[src/hdl/srsk_pkg.sv]
// Shared types and constants for the stable record sorter.
package srsk_pkg;

    localparam int MAX_RECORDS_DEF = 64;
    localparam int KEY_W           = 16;
    localparam int PAYLOAD_W       = 32;
    localparam int REC_W           = KEY_W + PAYLOAD_W;

    typedef struct packed {
        logic [KEY_W-1:0]     key;
        logic [PAYLOAD_W-1:0] payload;
    } record_t;

    typedef struct packed {
        logic [KEY_W-1:0]     key;
        logic [PAYLOAD_W-1:0] payload;
        logic                 last_in;
    } in_item_t;

    typedef struct packed {
        logic [KEY_W-1:0]     sorted_key;
        logic [PAYLOAD_W-1:0] sorted_payload;
        logic                 last_out;
    } out_item_t;

    typedef enum logic [2:0] {
        ST_COLLECT,
        ST_START,
        ST_SORT,
        ST_EMIT_RD,
        ST_EMIT_HOLD
    } state_t;

endpackage

[src/hdl/srsk_ram.sv]
// Generic single-write, single-read RAM with a registered read port.
module srsk_ram #(
    parameter int WIDTH = 8,
    parameter int DEPTH = 16
) (
    input  logic                     clk,
    input  logic                     wr_en,
    input  logic [$clog2(DEPTH)-1:0] wr_addr,
    input  logic [WIDTH-1:0]         wr_data,
    input  logic                     rd_en,
    input  logic [$clog2(DEPTH)-1:0] rd_addr,
    output logic [WIDTH-1:0]         rd_data
);

    logic [WIDTH-1:0] mem [DEPTH];
    logic [WIDTH-1:0] rd_data_reg;

    always_ff @(posedge clk)
    begin
        if (wr_en)
        begin
            mem[wr_addr] <= wr_data;
        end
        if (rd_en)
        begin
            rd_data_reg <= mem[rd_addr];
        end
    end

    assign rd_data = rd_data_reg;

endmodule

[src/hdl/srsk_sorter.sv]
// Bubble sort sequencer working in place on the record RAM, one compare per cycle.
module srsk_sorter
    import srsk_pkg::*;
#(
    parameter int MAX_RECORDS = MAX_RECORDS_DEF,
    localparam int AW = $clog2(MAX_RECORDS),
    localparam int CW = $clog2(MAX_RECORDS + 1)
) (
    input  logic          clk,
    input  logic          rst_n,
    input  logic          start,
    input  logic [CW-1:0] count,
    output logic          done,
    output logic          rd_en,
    output logic [AW-1:0] rd_addr,
    input  record_t       rd_data,
    output logic          wr_en,
    output logic [AW-1:0] wr_addr,
    output record_t       wr_data
);

    localparam int SW = $clog2(MAX_RECORDS + 2);

    logic          busy_reg, busy_next;
    logic          done_reg, done_next;
    logic [SW-1:0] len_reg, len_next;
    logic [SW-1:0] step_reg, step_next;
    record_t       cur_reg, cur_next;
    logic [SW-1:0] step_m2, len_m1, len_p1;

    assign step_m2 = step_reg - SW'(2);
    assign len_m1  = len_reg - SW'(1);
    assign len_p1  = len_reg + SW'(1);

    // The running record cur_reg carries the larger key along the pass; the smaller
    // of the pair is written back two places behind the read pointer.
    always_comb
    begin
        busy_next = busy_reg;
        done_next = 1'b0;
        len_next  = len_reg;
        step_next = step_reg;
        cur_next  = cur_reg;
        rd_en     = 1'b0;
        rd_addr   = step_reg[AW-1:0];
        wr_en     = 1'b0;
        wr_addr   = step_m2[AW-1:0];
        wr_data   = cur_reg;
        if (start)
        begin
            busy_next = (count >= CW'(2));
            done_next = (count < CW'(2));
            len_next  = SW'(count);
            step_next = '0;
        end
        else if (busy_reg)
        begin
            rd_en     = (step_reg < len_reg);
            step_next = step_reg + SW'(1);
            if (step_reg == SW'(1))
            begin
                cur_next = rd_data;
            end
            else if (step_reg >= SW'(2) && step_reg <= len_reg)
            begin
                wr_en = 1'b1;
                if (cur_reg.key > rd_data.key)
                begin
                    wr_data = rd_data;
                end
                else
                begin
                    wr_data  = cur_reg;
                    cur_next = rd_data;
                end
            end
            else if (step_reg == len_p1)
            begin
                // End of pass: the largest record settles at the top of the range.
                wr_en     = 1'b1;
                wr_addr   = len_m1[AW-1:0];
                wr_data   = cur_reg;
                step_next = '0;
                len_next  = len_m1;
                if (len_m1 < SW'(2))
                begin
                    busy_next = 1'b0;
                    done_next = 1'b1;
                end
            end
        end
    end

    always_ff @(posedge clk or negedge rst_n)
    begin
        if (!rst_n)
        begin
            busy_reg <= 1'b0;
            done_reg <= 1'b0;
            len_reg  <= '0;
            step_reg <= '0;
        end
        else
        begin
            busy_reg <= busy_next;
            done_reg <= done_next;
            len_reg  <= len_next;
            step_reg <= step_next;
        end
    end

    always_ff @(posedge clk)
    begin
        cur_reg <= cur_next;
    end

    assign done = done_reg;

    a_no_rw_collision: assert property (@(posedge clk) disable iff (!rst_n)
        (rd_en && wr_en) |-> (rd_addr != wr_addr))
        else $error("sorter reads and writes the same entry in one cycle");

    a_pass_len_floor: assert property (@(posedge clk) disable iff (!rst_n)
        busy_reg |-> (len_reg >= SW'(2)))
        else $error("sorter running a pass shorter than two records");

    a_done_pulse: assert property (@(posedge clk) disable iff (!rst_n)
        done_reg |=> !done_reg)
        else $error("sort completion held for more than one cycle");

endmodule

[src/hdl/stable_record_sort_by_key.sv]
// After the last item of a list, the list passes through ST_START and is then sorted
// in place on the record RAM, one compare-exchange per cycle.
// Each sorted record is then read from the RAM (ST_EMIT_RD) and held at the output
// (ST_EMIT_HOLD) until out_ready accepts it. Loading takes one item per cycle while
// in_valid is high; no item is taken while a list is sorted or emitted.
// Reset (rst_n, asynchronous) empties the list; RAM contents are not cleared.
module stable_record_sort_by_key
    import srsk_pkg::*;
#(
    parameter int MAX_RECORDS = MAX_RECORDS_DEF
) (
    input  logic      clk,
    input  logic      rst_n,
    input  logic      in_valid,
    output logic      in_ready,
    input  in_item_t  in_item,
    output logic      out_valid,
    input  logic      out_ready,
    output out_item_t out_item
);

    localparam int AW = $clog2(MAX_RECORDS);
    localparam int CW = $clog2(MAX_RECORDS + 1);

    state_t        state_reg, state_next;
    logic [CW-1:0] count_reg, count_next;
    logic [CW-1:0] emit_idx_reg, emit_idx_next;

    logic          in_acc, out_acc, has_room, emit_last;
    logic          sort_start, sort_done;
    logic          srt_rd_en, srt_wr_en;
    logic [AW-1:0] srt_rd_addr, srt_wr_addr;
    record_t       srt_wr_data;

    logic          ram_wr_en, ram_rd_en;
    logic [AW-1:0] ram_wr_addr, ram_rd_addr;
    record_t       ram_wr_data;
    logic [REC_W-1:0] ram_rd_raw;
    record_t       ram_rd_data;

    assign in_acc    = in_valid && in_ready;
    assign out_acc   = out_valid && out_ready;
    assign has_room  = (count_reg < CW'(MAX_RECORDS));
    assign emit_last = (CW'(emit_idx_reg + CW'(1)) == count_reg);
    assign ram_rd_data = record_t'(ram_rd_raw);

    // Next state
    always_comb
    begin
        state_next = state_reg;
        case (state_reg)
            ST_COLLECT:
            begin
                if (in_acc && in_item.last_in)
                begin
                    state_next = ST_START;
                end
            end
            ST_START:
            begin
                state_next = ST_SORT;
            end
            ST_SORT:
            begin
                if (sort_done)
                begin
                    state_next = ST_EMIT_RD;
                end
            end
            ST_EMIT_RD:
            begin
                state_next = ST_EMIT_HOLD;
            end
            ST_EMIT_HOLD:
            begin
                if (out_ready)
                begin
                    state_next = emit_last ? ST_COLLECT : ST_EMIT_RD;
                end
            end
            default:
            begin
                state_next = ST_COLLECT;
            end
        endcase
    end

    // Outputs and datapath control
    always_comb
    begin
        in_ready      = 1'b0;
        out_valid     = 1'b0;
        sort_start    = 1'b0;
        count_next    = count_reg;
        emit_idx_next = emit_idx_reg;
        ram_wr_en     = 1'b0;
        ram_wr_addr   = count_reg[AW-1:0];
        ram_wr_data   = '{key: in_item.key, payload: in_item.payload};
        ram_rd_en     = 1'b0;
        ram_rd_addr   = emit_idx_reg[AW-1:0];
        case (state_reg)
            ST_COLLECT:
            begin
                in_ready = 1'b1;
                // An item beyond capacity is dropped, but its last mark still counts.
                if (in_acc && has_room)
                begin
                    ram_wr_en  = 1'b1;
                    count_next = count_reg + CW'(1);
                end
                emit_idx_next = '0;
            end
            ST_START:
            begin
                sort_start = 1'b1;
            end
            ST_SORT:
            begin
                ram_wr_en   = srt_wr_en;
                ram_wr_addr = srt_wr_addr;
                ram_wr_data = srt_wr_data;
                ram_rd_en   = srt_rd_en;
                ram_rd_addr = srt_rd_addr;
            end
            ST_EMIT_RD:
            begin
                ram_rd_en = 1'b1;
            end
            ST_EMIT_HOLD:
            begin
                out_valid = 1'b1;
                if (out_ready)
                begin
                    emit_idx_next = emit_idx_reg + CW'(1);
                    if (emit_last)
                    begin
                        count_next = '0;
                    end
                end
            end
            default:
            begin
                in_ready = 1'b0;
            end
        endcase
    end

    assign out_item = '{sorted_key:     ram_rd_data.key,
                        sorted_payload: ram_rd_data.payload,
                        last_out:       emit_last};

    always_ff @(posedge clk or negedge rst_n)
    begin
        if (!rst_n)
        begin
            state_reg    <= ST_COLLECT;
            count_reg    <= '0;
            emit_idx_reg <= '0;
        end
        else
        begin
            state_reg    <= state_next;
            count_reg    <= count_next;
            emit_idx_reg <= emit_idx_next;
        end
    end

    srsk_ram #(
        .WIDTH (REC_W),
        .DEPTH (MAX_RECORDS)
    ) u_ram (
        .clk     (clk),
        .wr_en   (ram_wr_en),
        .wr_addr (ram_wr_addr),
        .wr_data (ram_wr_data),
        .rd_en   (ram_rd_en),
        .rd_addr (ram_rd_addr),
        .rd_data (ram_rd_raw)
    );

    srsk_sorter #(
        .MAX_RECORDS (MAX_RECORDS)
    ) u_sorter (
        .clk     (clk),
        .rst_n   (rst_n),
        .start   (sort_start),
        .count   (count_reg),
        .done    (sort_done),
        .rd_en   (srt_rd_en),
        .rd_addr (srt_rd_addr),
        .rd_data (ram_rd_data),
        .wr_en   (srt_wr_en),
        .wr_addr (srt_wr_addr),
        .wr_data (srt_wr_data)
    );

    a_no_load_while_emit: assert property (@(posedge clk) disable iff (!rst_n)
        !(in_ready && out_valid))
        else $error("input taken while a sorted item is being offered");

    a_count_bound: assert property (@(posedge clk) disable iff (!rst_n)
        count_reg <= CW'(MAX_RECORDS))
        else $error("record count beyond capacity");

    a_done_in_sort: assert property (@(posedge clk) disable iff (!rst_n)
        sort_done |-> (state_reg == ST_SORT))
        else $error("sort completion outside the sort phase");

    a_last_empties: assert property (@(posedge clk) disable iff (!rst_n)
        (out_acc && out_item.last_out) |=> (count_reg == '0) && in_ready)
        else $error("list not emptied after its final item");

endmodule

[config.mk]
export PLATFORM = sky130hd
export DESIGN_NAME = stable_record_sort_by_key
export DESIGN_NICKNAME = d
export VERILOG_FILES = /design/src/hdl/srsk_pkg.sv /design/src/hdl/srsk_ram.sv /design/src/hdl/srsk_sorter.sv /design/src/hdl/stable_record_sort_by_key.sv
export SDC_FILE = /design/constraint.sdc
export NUM_CORES = 2
export LEC_CHECK = 0
export CORE_ASPECT_RATIO = 0.75
export CORE_MARGIN = 2
export CORE_UTILIZATION = 35
export CTS_BUF_LIST = sky130_fd_sc_hd__clkbuf_8
export CTS_CLUSTER_SIZE = 12
export DETAILED_ROUTE_END_ITERATION = 8
export DONT_BUFFER_PORTS = 1
export GPL_TIMING_DRIVEN = 0
export SLEW_MARGIN = 10
export SYNTH_ARGS = -nofsm -noshare
export SYNTH_HDL_FRONTEND = slang
export SYNTH_SLANG_ARGS = --single-unit
[constraint.sdc]
create_clock -name clk -period 12.4 [get_ports clk]
set_input_delay 0.62 -clock clk [delete_from_list [all_inputs] [get_ports clk]]
set_output_delay 0.62 -clock clk [all_outputs]
set_load 0.005 [all_outputs]
==> flow_metrics.py <==
metrics = {
    "critical_path": {
        "cp_cell_sequence": "nor3b_4, mux2i_4, buf_6, buf_2, clkbuf_1, clkbuf_1, nand2_1, nand3_1, nand3_1, a31oi_1, a22o_1, or3_1",
        "cp.required_ns": 13.33,
        "cp_max_fo": 10,
        "max_stage_delay_ns": 1.02,
        "end_kind": "register",
        "rr_startpoint": "state_reg[0]",
        "critical_path_class": "reg2reg",
        "cpMaxStageDelayCell": "mux2i_4",
        "arrival_ns": 7.46,
        "reg2reg_to": "u_ram.rd_data[17]",
        "reg2regPathDepth": 12,
        "ff2ff_setup_slack_ns": 5.87,
        "startpoint_type": "register",
    },
    "die": {
        "placementRows": 192,
        "die_w_um": 704,
        "die_y_um": 529,
        "initial_core_util": 0.352,
        "coreArea_sq_um": 365000,
        "io_pins": 104,
        "die-area_sq_um": 373000,
    },
    "synth": {
        "ys_seq_area_frac": 0.746,
        "synth-edff-count": 3168,
        "ys_ff_latch": 3201,
        "syn-mean-instance-area_sq_um": 13.2,
        "ys_warn_count": 0,
        "synth_ff_type": "edfxtp_1",
        "synth_area_sq_um": 129000,
        "synth_nets": 9861,
        "synth_cell_types": 68,
        "synthCells": 9776,
        "synth_async_sr_flop_share": 0.0103,
    },
    "global_route": {
        "use_met3": 0.0829,
        "grt_pass1_vias": 82500,
        "overflow": 0,
        "antenna_found_initial": 61,
        "grt-busiest-layer": "met1",
        "track_usage": 0.233,
        "grt_util_met2": 0.319,
        "grt_max_degree": 34,
        "globalRouteMet1Util": 0.334,
        "grt_pass1_wl_um": 621000,
    },
    "final_layout": {
        "largest_reg_flops": 3072,
        "final_nets": 10611,
        "final_core_util": 0.410,
        "stdcell_area_sq_um": 150000,
        "layout_common_cells": "edfxtp_1, nand2_1, nand3_1, clkbuf_8, a311oi_1",
        "regArea_sq_um": 96000,
        "fillers": 33320,
        "drive_above_1_share": 0.112,
        "final_common_cell": "edfxtp_1",
        "area_delta_synth_final_pct": 16.4,
        "multi_input_area_sq_um": 30600,
    },
    "routing": {
        "totalWireLength_um": 452000,
        "drc_errors": 0,
        "vias": 90261,
        "wl_per_cell_um": 28.6,
        "ant_nets": 0,
        "dr.pass1.iters": 6,
        "first_iter_violations": 15552,
        "drt-vias-per-instance": 5.70,
    },
    "outcome": {
        "violations": "max-capacitance violations, max-slew violations",
        "status": "finished with violations",
    },
    "timing": {
        "tightest_slew_ns": 1.67,
        "min_period_ns": 6.53,
        "fmax_ghz": 0.153,
        "rsz0062_at_grt": "false",
        "skew_ns": 0.0796,
        "relSlewSlack": -0.120,
        "setup_viol": 0,
        "finalCritPeriodShare": 0.527,
        "report.final.hold_viol_count": 0,
        "timing.setup.tns_ns": 0,
        "slew_violations": 11,
        "setup_ws_ns": 5.87,
    },
    "placement": {
        "dpl.hpwl_um": 331000,
        "place_area_sq_um": 141000,
        "place.gp.congestion": 0.968,
        "numPortBuffers": 0,
        "dp_slack_ns": 6.24,
    },
    "worst_hold_path": {
        "hp-class": "in2async",
    },
    "clock_network": {
        "cts_hold_buf": 18,
        "clockBufferDepth": 4,
        "clock_sinks": 3201,
        "cts_resized": 0,
        "cts_tree": "built",
        "h-tree-depth": 5,
        "cts.root.buffer_cell": "clkbuf_8",
        "numCtsBuffers": 476,
        "clk_latency_ns": 1.09,
        "cts_setup_buffers": 0,
        "clkTransAtPathRegs_ns": 0.07,
    },
    "power_and_ir_drop": {
        "power_leakage_nw": 50.4,
        "irDropWorstVdd_mv": 0.134,
        "powerDensity_nw_per_um2": 240,
    },
    "flow_run": {
        "cap_violations": 7,
    },
}
-- kinds of logic (layout without fill, tap and decap cells) --
logic type,Yosys count,count (layout),synth area share
multiplexers,59,59,0.00472
other,0,84,0
XOR/XNOR,37,37,0.00252
buffers and inverters,729,1853,0.0252
adder cells (fa/ha/maj),32,32,0.00311
flip-flops,3201,3201,0.746
AND/OR/NAND/NOR,4676,4676,0.156
AO/OA/AOI/OAI,1042,1042,0.0629
-- through the flow --
stage | hold slack [ns] | std cells | power (mW)
6_report | 0.0467 | 15834 | 36.0
3_3_place_gp | 0.330 | 14626 | 26.6
3_5_place_dp | 0.331 | 14880 | 27.7
2_1_floorplan | 0.324 | 9776 | 20.8
5_1_grt | 0.0510 | 15817 | 36.9
4_1_cts | 0.00210 | 15750 | 35.5
-- worst max-delay path, delay by kind of cell (launching register included) --
family | cells | cell delay, ns
buffers and inverters | 4 | 2.36
AO/OA/AOI/OAI | 2 | 1.54
flip-flops | 1 | 0.48
AND/OR/NAND/NOR | 5 | 0.90
multiplexers | 1 | 1.02
-- metal layers --
layer | share of wire | vias to the layer above
met2 | 0.40 | 6460
met3 | 0.16 | 746
met1 | 0.40 | 45080
met4 | 0.042 | 8
li1 | - | 37967
met5 | 0.00012 | -
-- where the power goes --
group | leakage, nW | internal [mW] | switching [mW]
clock | 4.97 | 3.83 | 4.11
combinational | 16.6 | 3.31 | 10.1
sequential | 28.9 | 14.3 | 0.296
-- worst max-delay path by stage --
stage | start | end | slack, ns | depth (start not counted)
2_1_floorplan | u_sorter.step_reg[0] | u_ram.mem[32][0] | 5.83 | 14
3_3_place_gp | u_sorter.len_reg[4] | u_ram.mem[14][18] | 1.03 | 10
3_5_place_dp | state_reg[0] | u_ram.rd_data[17] | 6.24 | 12
4_1_cts | state_reg[2] | u_ram.rd_data[17] | 6.20 | 13
5_1_grt | state_reg[2] | u_ram.rd_data[17] | 5.83 | 13
6_report | state_reg[0] | u_ram.rd_data[17] | 5.87 | 12
-- final cells by class --
type                            count  share of cell area
Buffer                            696              0.0209
Clock inverter                    366              0.0118
Timing Repair Buffer              272              0.0346
Sequential cell                  3201               0.641
Inverter                           33            0.000827
Tap cell                         4850              0.0405
Clock buffer                      486              0.0447
Antenna cell                       84             0.00140
Multi-Input combinational cell   5846               0.205
-- cells in the mapped netlist, drive strengths merged (2+ instances only) --
cell type     n  area [sq um]
clkbuf      405          1520
nor2        143           537
or3          49           307
and3        202          1260
a31oi       196          1230
edfxtp     3168         95100
o21a          4          30.0
ha           32           400
nor4          2          12.5
nor3         13          70.1
a22o         48           420
xor2          6          52.6
nand3      1172          5870
nor3b         5          48.8
inv          33           124
xnor2        31           272
a211oi      191          1500
dfrtp        33           826
a21o          4          30.0
a31o          2          17.5
o21ai        36           180
mux2i        56           573
mux2          3          33.8
nand3b        2          15.0
buf         291          1600
nand4         9          56.3
a21oi        60           308
o31ai         4          35.0
a211o         2          17.5
nand2b        4          40.0
nand2      2966         11100
and2         98           613
a311oi      480          4200
o211ai        2          15.0
nor2b         4          25.0
Power figures use the tool's default switching activity.
